File: src/rtl/matrix_inverse_mod26_macros.svh
// Assertion macros shared by the matrix inverse mod 26 block.
// Depends on nothing; taken in by the files that carry assertions.
`ifndef MATRIX_INVERSE_MOD26_MACROS_SVH
`define MATRIX_INVERSE_MOD26_MACROS_SVH

// Consequent must hold in the same cycle as the antecedent.
`define MIM_ASSERT_SAME(label, clk, rst_n, ante, cons, msg) \
  label: assert property (@(posedge clk) disable iff (!rst_n) (ante) |-> (cons)) \
    else $error(msg);

// Consequent must hold in the cycle after the antecedent.
`define MIM_ASSERT_NEXT(label, clk, rst_n, ante, cons, msg) \
  label: assert property (@(posedge clk) disable iff (!rst_n) (ante) |=> (cons)) \
    else $error(msg);

`endif

File: src/rtl/mim26_pkg.sv
// Shared types, constants and residue helpers for the matrix inverse mod 26 block.
// Depends on nothing; used by every module of the block.
`default_nettype none

package mim26_pkg;

  localparam int unsigned ElemW   = 5;
  localparam int unsigned NumElem = 9;
  localparam int unsigned Modulus = 26;

  // Key matrix order codes; only the two square orders are valid.
  localparam logic [1:0] OrderNone = 2'd0;
  localparam logic [1:0] OrderOne  = 2'd1;
  localparam logic [1:0] Order2x2  = 2'd2;
  localparam logic [1:0] Order3x3  = 2'd3;

  typedef logic [ElemW-1:0] elem_t;
  typedef logic [NumElem-1:0][ElemW-1:0] mat_t;

  // Stage enables handed from the valid chain to the lanes and merge unit.
  typedef struct packed {
    logic s1;
    logic s2;
    logic s3;
    logic s4;
    logic s5;
    logic s6;
  } pipe_en_t;

  // Reduce a value below 2048 modulo 26 by a reciprocal multiply.
  // The quotient estimate is low by at most one, so one correction suffices.
  function automatic elem_t mod26(input logic [10:0] x);
    logic [19:0] scaled;
    logic [6:0]  quo;
    logic [10:0] quo_m;
    logic [10:0] rem;
    logic [10:0] rem_c;
    scaled = {9'd0, x} * 20'd315;
    quo    = scaled[19:13];
    quo_m  = {4'd0, quo} * 11'(Modulus);
    rem    = x - quo_m;
    rem_c  = rem - 11'(Modulus);
    if (rem >= 11'(Modulus)) begin
      return rem_c[ElemW-1:0];
    end
    return rem[ElemW-1:0];
  endfunction

  // Bring a raw 5-bit entry into 0..25.
  function automatic elem_t reduce_entry(input elem_t v);
    elem_t v_c;
    v_c = v - ElemW'(Modulus);
    if (v >= ElemW'(Modulus)) begin
      return v_c;
    end
    return v;
  endfunction

  // Inverse of a residue mod 26; zero marks a residue without one.
  function automatic elem_t unit_inverse(input elem_t d);
    case (d)
      5'd1:    return 5'd1;
      5'd3:    return 5'd9;
      5'd5:    return 5'd21;
      5'd7:    return 5'd15;
      5'd9:    return 5'd3;
      5'd11:   return 5'd19;
      5'd15:   return 5'd7;
      5'd17:   return 5'd23;
      5'd19:   return 5'd11;
      5'd21:   return 5'd5;
      5'd23:   return 5'd17;
      5'd25:   return 5'd25;
      default: return 5'd0;
    endcase
  endfunction

endpackage

`default_nettype wire

File: src/rtl/mim26_lane.sv
// One adjugate lane: computes (p*q - r*s) mod 26 over two register stages.
// Depends on mim26_pkg for the element type, stage enables and mod26 helper.
`default_nettype none

module mim26_lane (
  input  wire logic              clk,
  input  wire mim26_pkg::pipe_en_t en,
  input  wire mim26_pkg::elem_t  p,
  input  wire mim26_pkg::elem_t  q,
  input  wire mim26_pkg::elem_t  r,
  input  wire mim26_pkg::elem_t  s,
  output mim26_pkg::elem_t       adj
);

  logic [9:0]  pq;
  logic [9:0]  rs;
  logic [10:0] diff_nxt;
  logic [10:0] diff_r;
  mim26_pkg::elem_t adj_r;

  // The offset of 650, a multiple of 26, keeps the difference positive for entries in 0..25.
  assign pq       = {5'd0, p} * {5'd0, q};
  assign rs       = {5'd0, r} * {5'd0, s};
  assign diff_nxt = {1'b0, pq} + 11'd650 - {1'b0, rs};

  // First stage holds the raw difference, second its residue.
  always_ff @(posedge clk) begin
    if (en.s1) begin
      diff_r <= diff_nxt;
    end
    if (en.s2) begin
      adj_r <= mim26_pkg::mod26(diff_r);
    end
  end

  assign adj = adj_r;

endmodule

`default_nettype wire

File: src/rtl/mim26_merge.sv
// Merge unit: forms the determinant from the lane results, looks up its inverse
// and scales every adjugate entry. Depends on mim26_pkg.
`default_nettype none

module mim26_merge (
  input  wire logic               clk,
  input  wire mim26_pkg::pipe_en_t en,
  input  wire logic               ok,
  input  wire mim26_pkg::elem_t   m00,
  input  wire mim26_pkg::elem_t   m01,
  input  wire mim26_pkg::elem_t   m02,
  input  wire mim26_pkg::mat_t    adj,
  output logic                    invertible,
  output mim26_pkg::mat_t         b
);

  localparam int unsigned N = mim26_pkg::NumElem;

  logic [10:0]       dsum_r;
  mim26_pkg::mat_t   adj3_r;
  logic              ok3_r;
  mim26_pkg::elem_t  dinv_nxt;
  mim26_pkg::elem_t  dinv_r;
  mim26_pkg::mat_t   adj4_r;
  logic [N-1:0][9:0] prod_r;
  logic              inv5_r;
  mim26_pkg::mat_t   b_r;
  logic              inv6_r;
  logic [9:0]        t0;
  logic [9:0]        t1;
  logic [9:0]        t2;

  // Expansion along row 0; for order two the third term is zero.
  assign t0 = {5'd0, m00} * {5'd0, adj[0]};
  assign t1 = {5'd0, m01} * {5'd0, adj[3]};
  assign t2 = {5'd0, m02} * {5'd0, adj[6]};

  // A bad order forces the inverse to zero, which zeroes every entry.
  assign dinv_nxt = ok3_r ? mim26_pkg::unit_inverse(mim26_pkg::mod26(dsum_r)) : '0;

  always_ff @(posedge clk) begin
    // Determinant sum.
    if (en.s3) begin
      dsum_r <= {1'b0, t0} + {1'b0, t1} + {1'b0, t2};
      adj3_r <= adj;
      ok3_r  <= ok;
    end
    // Determinant residue and its inverse.
    if (en.s4) begin
      dinv_r <= dinv_nxt;
      adj4_r <= adj3_r;
    end
    // Scale each entry by the inverse.
    if (en.s5) begin
      for (int k = 0; k < N; k++) begin
        prod_r[k] <= {5'd0, adj4_r[k]} * {5'd0, dinv_r};
      end
      inv5_r <= (dinv_r != '0);
    end
    // Output register.
    if (en.s6) begin
      for (int k = 0; k < N; k++) begin
        b_r[k] <= mim26_pkg::mod26({1'b0, prod_r[k]});
      end
      inv6_r <= inv5_r;
    end
  end

  assign invertible = inv6_r;
  assign b          = b_r;

endmodule

`default_nettype wire

File: src/rtl/matrix_inverse_mod26.sv
// Top level of the matrix inverse mod 26 block: input stage, lane operand
// selection, stage valid chain and output ports. Depends on mim26_pkg,
// mim26_lane, mim26_merge and matrix_inverse_mod26_macros.svh.
//
//   Channel  Ports                               Direction  Moves
//   in       in_valid, in_stall, in_matrix_order, in_a00..in_a22   in   one key matrix
//   out      out_valid, out_stall, out_invertible, out_b00..out_b22  out  its inverse
//
// One matrix is taken per cycle while in_stall is low; a result passes the input register,
// two lane stages and four merge stages, in that order.
// Reset clears only the stage valid bits; the data registers are left as they are.
// A stall on the output holds each full stage; empty stages still fill, so bubbles
// close up before the input is stalled.
`default_nettype none
`include "matrix_inverse_mod26_macros.svh"

module matrix_inverse_mod26 (
  input  wire logic       clk,
  input  wire logic       rst_n,
  input  wire logic       in_valid,
  output logic            in_stall,
  input  wire logic [1:0] in_matrix_order,
  input  wire logic [4:0] in_a00,
  input  wire logic [4:0] in_a01,
  input  wire logic [4:0] in_a02,
  input  wire logic [4:0] in_a10,
  input  wire logic [4:0] in_a11,
  input  wire logic [4:0] in_a12,
  input  wire logic [4:0] in_a20,
  input  wire logic [4:0] in_a21,
  input  wire logic [4:0] in_a22,
  output logic            out_valid,
  input  wire logic       out_stall,
  output logic            out_invertible,
  output logic [4:0]      out_b00,
  output logic [4:0]      out_b01,
  output logic [4:0]      out_b02,
  output logic [4:0]      out_b10,
  output logic [4:0]      out_b11,
  output logic [4:0]      out_b12,
  output logic [4:0]      out_b20,
  output logic [4:0]      out_b21,
  output logic [4:0]      out_b22
);

  localparam int unsigned N      = mim26_pkg::NumElem;
  localparam int unsigned NStage = 7;

  logic [NStage-1:0] vld_r;
  logic [NStage-1:0] vld_nxt;
  logic [NStage:0]   rdy;
  mim26_pkg::pipe_en_t en;

  mim26_pkg::mat_t  raw;
  mim26_pkg::mat_t  m_r;
  logic             ok0_r;
  logic             ord3_r;
  logic [2:0][4:0]  row1_r;
  logic [2:0][4:0]  row2_r;
  logic             ok1_r;
  logic             ok2_r;

  mim26_pkg::mat_t  lp;
  mim26_pkg::mat_t  lq;
  mim26_pkg::mat_t  lr;
  mim26_pkg::mat_t  ls;
  mim26_pkg::mat_t  adj;
  mim26_pkg::mat_t  b;

  // Ready runs back from the output: a stage moves when empty or when the next moves.
  always_comb begin
    rdy[NStage] = !out_stall;
    for (int k = NStage - 1; k >= 0; k--) begin
      rdy[k] = !vld_r[k] || rdy[k+1];
    end
  end

  assign in_stall = !rdy[0];
  assign en.s1    = rdy[1];
  assign en.s2    = rdy[2];
  assign en.s3    = rdy[3];
  assign en.s4    = rdy[4];
  assign en.s5    = rdy[5];
  assign en.s6    = rdy[6];

  // Valid chain.
  always_comb begin
    vld_nxt = vld_r;
    if (rdy[0]) begin
      vld_nxt[0] = in_valid;
    end
    for (int k = 1; k < NStage; k++) begin
      if (rdy[k]) begin
        vld_nxt[k] = vld_r[k-1];
      end
    end
  end

  always_ff @(posedge clk) begin
    if (!rst_n) begin
      vld_r <= '0;
    end else begin
      vld_r <= vld_nxt;
    end
  end

  assign raw = {in_a22, in_a21, in_a20, in_a12, in_a11, in_a10, in_a02, in_a01, in_a00};

  // Input register: entries reduced into 0..25 on the transfer.
  always_ff @(posedge clk) begin
    if (rdy[0]) begin
      for (int k = 0; k < N; k++) begin
        m_r[k] <= mim26_pkg::reduce_entry(raw[k]);
      end
      ok0_r  <= (in_matrix_order inside {mim26_pkg::Order2x2, mim26_pkg::Order3x3});
      ord3_r <= (in_matrix_order == mim26_pkg::Order3x3);
    end
    if (rdy[1]) begin
      row1_r <= {m_r[2], m_r[1], m_r[0]};
      ok1_r  <= ok0_r;
    end
    if (rdy[2]) begin
      row2_r <= row1_r;
      ok2_r  <= ok1_r;
    end
  end

  // Lane operands: entry k = i*3+j of the adjugate is p*q - r*s.
  // Order three uses the transposed cofactors, order two swap and negate.
  always_comb begin
    lp = '0;
    lq = '0;
    lr = '0;
    ls = '0;
    if (ord3_r) begin
      lp[0] = m_r[4]; lq[0] = m_r[8]; lr[0] = m_r[5]; ls[0] = m_r[7];
      lp[1] = m_r[2]; lq[1] = m_r[7]; lr[1] = m_r[1]; ls[1] = m_r[8];
      lp[2] = m_r[1]; lq[2] = m_r[5]; lr[2] = m_r[2]; ls[2] = m_r[4];
      lp[3] = m_r[5]; lq[3] = m_r[6]; lr[3] = m_r[3]; ls[3] = m_r[8];
      lp[4] = m_r[0]; lq[4] = m_r[8]; lr[4] = m_r[2]; ls[4] = m_r[6];
      lp[5] = m_r[2]; lq[5] = m_r[3]; lr[5] = m_r[0]; ls[5] = m_r[5];
      lp[6] = m_r[3]; lq[6] = m_r[7]; lr[6] = m_r[4]; ls[6] = m_r[6];
      lp[7] = m_r[1]; lq[7] = m_r[6]; lr[7] = m_r[0]; ls[7] = m_r[7];
      lp[8] = m_r[0]; lq[8] = m_r[4]; lr[8] = m_r[1]; ls[8] = m_r[3];
    end else begin
      lp[0] = m_r[4]; lq[0] = 5'd1;
      lr[1] = m_r[1]; ls[1] = 5'd1;
      lr[3] = m_r[3]; ls[3] = 5'd1;
      lp[4] = m_r[0]; lq[4] = 5'd1;
    end
  end

  for (genvar g = 0; g < N; g++) begin : g_lane
    mim26_lane u_lane (
      .clk (clk),
      .en  (en),
      .p   (lp[g]),
      .q   (lq[g]),
      .r   (lr[g]),
      .s   (ls[g]),
      .adj (adj[g])
    );
  end

  mim26_merge u_merge (
    .clk        (clk),
    .en         (en),
    .ok         (ok2_r),
    .m00        (row2_r[0]),
    .m01        (row2_r[1]),
    .m02        (row2_r[2]),
    .adj        (adj),
    .invertible (out_invertible),
    .b          (b)
  );

  assign out_valid = vld_r[NStage-1];
  assign out_b00   = b[0];
  assign out_b01   = b[1];
  assign out_b02   = b[2];
  assign out_b10   = b[3];
  assign out_b11   = b[4];
  assign out_b12   = b[5];
  assign out_b20   = b[6];
  assign out_b21   = b[7];
  assign out_b22   = b[8];

  // Checks on the stage chain and the singular result.
  `MIM_ASSERT_SAME(a_stall_needs_full, clk, rst_n, in_stall, vld_r[0], "stall with stage empty")
  `MIM_ASSERT_SAME(a_free_out_no_stall, clk, rst_n, !out_stall, !in_stall, "stall, output free")
  `MIM_ASSERT_NEXT(a_transfer_lands, clk, rst_n, in_valid && !in_stall, vld_r[0], "transfer lost")
  `MIM_ASSERT_SAME(a_singular_zero, clk, rst_n, out_valid && !out_invertible, b == '0, "nonzero b")

endmodule

`default_nettype wire

File: config.mk
export PLATFORM = sky130hd
export DESIGN_NAME = matrix_inverse_mod26
export DESIGN_NICKNAME = d
export VERILOG_FILES = /design/src/rtl/mim26_pkg.sv /design/src/rtl/mim26_lane.sv /design/src/rtl/mim26_merge.sv /design/src/rtl/matrix_inverse_mod26.sv
export VERILOG_INCLUDE_DIRS = /design/src /design/src/rtl
export SDC_FILE = /design/constraint.sdc
export NUM_CORES = 2
export LEC_CHECK = 0
export BUFFER_PORTS_ARGS = -buffer_cell sky130_fd_sc_hd__buf_2
export CORE_MARGIN = 1.5
export CORE_UTILIZATION = 61
export CTS_CLUSTER_DIAMETER = 30
export DETAILED_ROUTE_END_ITERATION = 12
export PLACE_DENSITY = 0.85
export SYNTH_ARGS = -nofsm -noshare
export SYNTH_HDL_FRONTEND = slang
export SYNTH_SLANG_ARGS = --single-unit
export TNS_END_PERCENT = 5
File: constraint.sdc
create_clock -name clk -period 9.9 [get_ports clk]
set_clock_uncertainty 0.05 [all_clocks]
set_input_delay 2.97 -clock clk [delete_from_list [all_inputs] [get_ports clk]]
set_output_delay 2.97 -clock clk [all_outputs]
set_load 0.03 [all_outputs]
======== Word-level counts from Yosys, hierarchy flattened ========
Memories as Yosys holds them, arrays and structs flattened. A register that Yosys moved wholly into a read port is not among the register bits.
Cells that the tools add are included.
word-level totals
  flip-flop bits (word level) ............. 469
  ROM bits ................................ 160
  bits of input ports ..................... 51
  memories ................................ 1
memory list
  name             words  width  rd ports  clocked after memory_dff  wr ports  line             RTL
  (no name shown)  32     5      1         1                         0         mim26_pkg.sv:61  case (d)
cells by class
  add/sub/neg operators ................... 67
  multiply operators ...................... 68
  order comparisons ....................... 28
  equal/unequal tests ..................... 2
  multiplexer cells ....................... 122
  reduce and logical (&&, ||, !) cells .... 19
operators with widths
  operator                                                                count
  5-bit 2-to-1 mux                                                        61
  5-bit by 5-bit multiplier with 10-bit output                            30
  11-bit by 5-bit >= comparator with 1-bit output, second input constant  19
  11-bit by 9-bit multiplier with 20-bit output, second input constant    10
  10-bit by 9-bit multiplier with 19-bit output, second input constant    9
  5-bit subtractor, second input constant                                 28
  11-bit subtractor                                                       10
  7-bit by 4-bit multiplier with 10-bit output, second input constant     10
  10-bit by 10-bit adder with 11-bit output, second input constant        9
  10-bit by 11-bit subtractor with 11-bit output                          9
  11-bit by 10-bit subtractor with 11-bit output                          9
  6-bit by 4-bit multiplier with 10-bit output, second input constant     9
  1-bit 2-to-1 mux                                                        55
  25-bit 2-to-1 mux                                                       2
  5-bit >= comparator, second input constant                              9
  20-bit 2-to-1 mux                                                       2
  15-bit 2-to-1 mux                                                       2
  10-bit by 10-bit adder with 11-bit output                               1
  11-bit by 10-bit adder with 11-bit output                               1
  1-bit logical NOT                                                       10
  1-bit logical OR                                                        7
  5-bit nonzero test                                                      1
  2-bit == test, second input constant                                    2
  2-bit nonzero test                                                      1

======== Logic depth before layout (Yosys ltp) ========
  depth after elaboration ................. 10
  gate-level depth with buffers ........... 37

======== By module ========
From an unflattened synthesis, not the netlist that was laid out.
unflattened totals
  cell total of the unflattened synthesis .. 8736
  area total of the unflattened synthesis .. 87391.3 µm²
by module, submodules not included
  module                              instances  cells an instance  area an instance (µm²)  sequential area each (µm²)
  mim26_merge                         1          3872               39796.9                 7327.0
  mim26_lane at g_lane[0].u_lane ...  8          505                4854.7                  480.5
  mim26_lane at g_lane[4].u_lane      1          536                5009.8                  480.5
  matrix_inverse_mod26                1          288                3747.3                  2512.4

======== Least setup slack after synthesis ========
Ideal clock, no wire load.
  path type ............................... input port to output port
  from .................................... input port out_stall
  to ...................................... output port in_stall
  arrival time ............................ 5.083 ns
  required time ........................... 6.880 ns
  path slack .............................. 1.797 ns
  stages .................................. 5
  cell sequence ........................... and3_1 and3_1 and3_1 nand2_1 inv_1
on the way
  word-level cells in the longest chain between the ends .. 9
ends and longest elaborated chain
  what                            line                        RTL
  start, declared                 matrix_inverse_mod26.sv:33  input wire logic out_stall,
  1-bit logical NOT               matrix_inverse_mod26.sv:72  rdy[NStage] = !out_stall;
  1-bit logical OR (7 in series)  matrix_inverse_mod26.sv:74  rdy[k] = !vld_r[k] || rdy[k+1];
  1-bit logical NOT               matrix_inverse_mod26.sv:78  assign in_stall = !rdy[0];
  end, declared                   matrix_inverse_mod26.sv:21  output logic in_stall,
Every way passes these cells.

======== Worst setup path after layout ========
  from .................................... register g_lane[2].u_lane.diff_r[8]
  to ...................................... register g_lane[2].u_lane.adj_r[4], data pin
on the way
  word-level cells in the longest chain between the ends .. 7
ends and longest elaborated chain
  what                                             line              RTL
  start, declared                                  mim26_lane.sv:18  logic [10:0] diff_r;
  start signal, assigned                           mim26_lane.sv:29  diff_r <= diff_nxt;
  11-bit by 9-bit multiplier with 20-bit output    mim26_pkg.sv:38   scaled = {9'd0, x} * 20'd315;
  7-bit by 4-bit multiplier with 10-bit output     mim26_pkg.sv:40   quo_m = {4'd0, quo} * 11'(Modulus);
  11-bit subtractor (*)                            mim26_pkg.sv:41   rem = x - quo_m;
  11-bit by 5-bit >= comparator with 1-bit output  mim26_pkg.sv:43   if (rem >= 11'(Modulus)) begin
  1-bit 2-to-1 mux                                 mim26_pkg.sv:43
  1-bit 2-to-1 mux                                 mim26_lane.sv:31  if (en.s2) begin
  5-bit 2-to-1 mux (*)                             mim26_pkg.sv:46   return rem[ElemW-1:0];
  end signal, assigned                             mim26_lane.sv:32  adj_r <= mim26_pkg::mod26(diff_r);
  end, declared                                    mim26_lane.sv:19  mim26_pkg::elem_t adj_r;
Every way passes the cells marked *; elsewhere a longest branch is shown, timed or not. The select of a mux whose other input is x is not followed.
A chain may end at the register's enable or synchronous reset.

==> metrics.log <==
[metrics] Clock Path Buffers: 3
[metrics] total negative slack: 0 ns
[metrics] Final Hold Viols: 0
[metrics] final period demand of the worst path: 9.02 ns
[metrics] I/O pin cnt: 99
[metrics] fin nets: 11823
[metrics] worst path arrival time: 9.46 ns
[metrics] most frequently used flop master after synthesis: edfxtp_1
[metrics] register area: 14200 um^2
[metrics] proportion of layout cells with a drive suffix above 1: 4.38%
[metrics] area share of the leading cell type in the synthesized netlist: 26.7%
[metrics] Max Freq: 0.111 GHz
[metrics] WL per Instance: 17.2 um
[metrics] Die Footprint: 145000 um^2
[metrics] met2 WL post-DR: 96000 um
[metrics] most used cells in the layout excluding fill and tap cells: 2319 x inv_1, 1851 x ha_1, 1091 x fa_1
[metrics] sequential-to-total area share from yosys stat: 16.3%
[metrics] via count of the first global-routing pass: 67841
[metrics] DIE HEIGHT: 380 um
[metrics] Tightest Hold Check Type: flop to flop
[metrics] root buf cell: clkbuf_16
[metrics] FFs w/ async S/R, synth: 0%
[metrics] final design instance area without fill: 93400 um^2
[metrics] delay contributed by the slowest stage of the critical path: 0.58 ns
[metrics] most area-consuming cells after synthesis: ha_1 27%, fa_1 25%, edfxtp_1 16%
[metrics] Std-Cell Rows: 138
[metrics] first-pass GRT wire length: 316000 um
[metrics] number of buffers inserted during clock tree synthesis: 116
[metrics] vias post-DR: 60336
[metrics] maximum number of pins on one net before global-route repair: 228
[metrics] Post-Synthesis Cell Area: 86800 um^2
[metrics] hold path cells: 0
[metrics] GPL Wtd Cong: 0.874
[metrics] overall routing resource usage: 26.5%
[metrics] total wire length: 186000 um
[metrics] transition at the pin with the smallest max-transition slack: 1.24 ns
[metrics] critical path start-end classification: flop to flop
[metrics] EDFF count, synth: 467
[metrics] clock tree from TritonCTS: done
[metrics] instance area after placement: 89300 um^2
[metrics] Synth Instances: 8756
[metrics] post-route core utilization: 66.0%
[metrics] final critical-path share of the clock period: 91.1%
[metrics] Post-DRT Antenna Nets: 0
[metrics] RSZ-0062 raised after global routing: no
[metrics] post-route non-filler standard cell count: 10825
[metrics] sort of element at the start of the critical path: flop
[metrics] commonest non-fill, non-tap cell in the layout: inv_1
[metrics] reg2reg path depth: 30
[metrics] Worst-Skew Late Latency: 0.76 ns
[metrics] clock transition at the registers of the reported paths: 0.05 ns
[metrics] setup bufs post-CTS: 0
[metrics] Routed met3 length: 9870 um
[metrics] number of flip-flops and latches in the synthesized netlist: 474
[metrics] count of fill cells added during filler insertion: 9773
[metrics] Clock Sinks: 474
[metrics] layout-stage area growth over the synthesis result: 7.56%
[metrics] most area-hungry cell type in the Yosys netlist: ha_1
[metrics] placed wire-length estimate after detailed placement: 141000 um
[metrics] data required time at the worst endpoint: 10.34 ns
[metrics] Port-buffer cells: 98
[metrics] outcome: complete, no violations
[metrics] Max-Slew Margin vs Limit: 17.6%
[metrics] global-route congestion overflow total: 0
[metrics] post-detailed-route via-to-cell ratio: 5.57
[metrics] total nets after synthesis: 11749
[metrics] cts hold-fix bufs: 0
[metrics] maxcap violations: 0
[metrics] antenna violations before repair: 5
[metrics] total core area: 141000 um^2
[metrics] area used by multi-input combinational logic: 63300 um^2
[metrics] post-CTS sizing: 0
[metrics] type of element capturing the critical path: flop
[metrics] synthesized area divided by synthesized cell count: 9.92 um^2
[metrics] critical-path maximum fanout: 6
[metrics] Setup violations, final: 0
[metrics] cell with the largest stage delay on the worst path: edfxtp_1
[metrics] max-slew violation count: 0
[metrics] die width: 380 um
[metrics] post-placement cell count: 10602
[metrics] total iterations of the first detailed-routing run: 5
[metrics] count of warnings emitted by yosys: 0
[metrics] H-tree lvl count: 3
[metrics] Max Used Layer: met4
[metrics] Residual DRC: 0
[metrics] routed length on met1: 72300 um
[metrics] number of distinct library cell variants in the gate-level netlist after synthesis: 76
[metrics] Starting Density: 61.4%
[metrics] Iteration-0 DRC Markers: 3451
through the flow:
step	hold slack, ns	worst slack [ns]
2_1_floorplan	0.350	1.80
3_3_place_gp	0.352	1.46
3_5_place_dp	0.355	1.17
4_1_cts	0.332	0.966
5_1_grt	0.351	0.448
6_report	0.332	0.881
metal layers:
layer | vias up | track usage, %
li1 | 28319 | -
met1 | 29708 | 30.7
met2 | 1757 | 48.7
met3 | 552 | 3.53
met4 | 0 | 11.3
met5 | - | 0
synth_stat cells, types with 5 or more instances:
master,count
nor3b_1,12
nand2b_1,55
xor2_1,191
xnor2_1,341
mux2i_1,18
nor3_1,30
a221oi_1,7
nor2b_1,60
o41ai_1,9
fa_1,1091
a31oi_1,22
a21o_1,128
nand4_1,25
a211o_1,5
edfxtp_1,467
o211ai_1,14
nand3_1,97
a21boi_0,23
a41o_1,6
a21oi_1,328
o31a_1,6
or2_2,19
a211oi_1,25
o31ai_1,25
ha_1,1851
and2_1,213
or3_1,16
inv_1,2322
a311oi_1,12
nor4_1,10
nand2_1,214
and3_1,355
o21ai_0,157
o21a_1,40
nor2_1,197
o21bai_1,120
dfxtp_1,7
o21ba_2,10
clkbuf_1,165
final cells by class:
class / instances / share of cell area, %
Inverter: 2322 / 9.34
Timing Repair Buffer: 124 / 0.748
Clock inverter: 99 / 1.27
Antenna cell: 3 / 0.00804
Sequential cell: 474 / 15.2
Tap cell: 1890 / 2.53
Clock buffer: 121 / 3.13
Multi-Input combinational cell: 5792 / 67.8
state kept, by name (all words and copies together) (netlist names), 5 cells and up:
register and cells:
u_merge.dsum_r 11, g_lane.u_lane.adj 45, lr 10, row2_r 15, lp 10, u_merge.prod_r 90
g_lane.u_lane.diff_r 99, u_merge.adj3_r 45, m_r 25, u_merge.adj4_r 45, vld_r 7, u_merge.dinv_r 5
row1_r 15, u_merge.b 45
final timing paths:
| check | slack (ns) | startpoint | to |
|---|---|---|---|
| setup / recovery | 0.88 | g_lane[2].u_lane.diff_r[8]$_DFFE_PP_ | g_lane[2].u_lane.adj[4]$_DFFE_PP_ |
| hold / removal | 0.33 | row1_r[11]$_DFFE_PP_ | row2_r[11]$_DFFE_PP_ |
| setup reg to reg | 0.88 | g_lane[2].u_lane.diff_r[8]$_DFFE_PP_ | g_lane[2].u_lane.adj[4]$_DFFE_PP_ |
| hold reg to reg | 0.33 | row1_r[11]$_DFFE_PP_ | row2_r[11]$_DFFE_PP_ |
critical path: cells and delay by family (launching register included):
| kind | cells | cell delay, ns |
|---|---|---|
| adders and majority gates | 8 | 3.21 |
| xor gates and xnor gates | 2 | 0.33 |
| AOI/OAI and AO/OA | 12 | 3.02 |
| and+or+nand+nor | 5 | 1.28 |
| buffers and inverters | 3 | 0.27 |
| DFF | 1 | 0.58 |
logic make-up (layout without fill, tap and decap cells):
| logic type | Yosys count | count (layout) | share of synthesized area [%] |
|---|---|---|---|
| fa+ha+maj | 2942 | 2942 | 51.8 |
| buf+inv | 2490 | 2666 | 10.8 |
| simple gates | 1320 | 1320 | 8.23 |
| compound gates | 979 | 979 | 7.25 |
| xor+xnor | 533 | 533 | 5.39 |
| flops | 474 | 474 | 16.3 |
| mux | 18 | 18 | 0.208 |
| other cells | 0 | 3 | 0 |
Power is not shown: default switching activity piles up to over one toggle a cycle in this logic, so the estimate is an artifact.
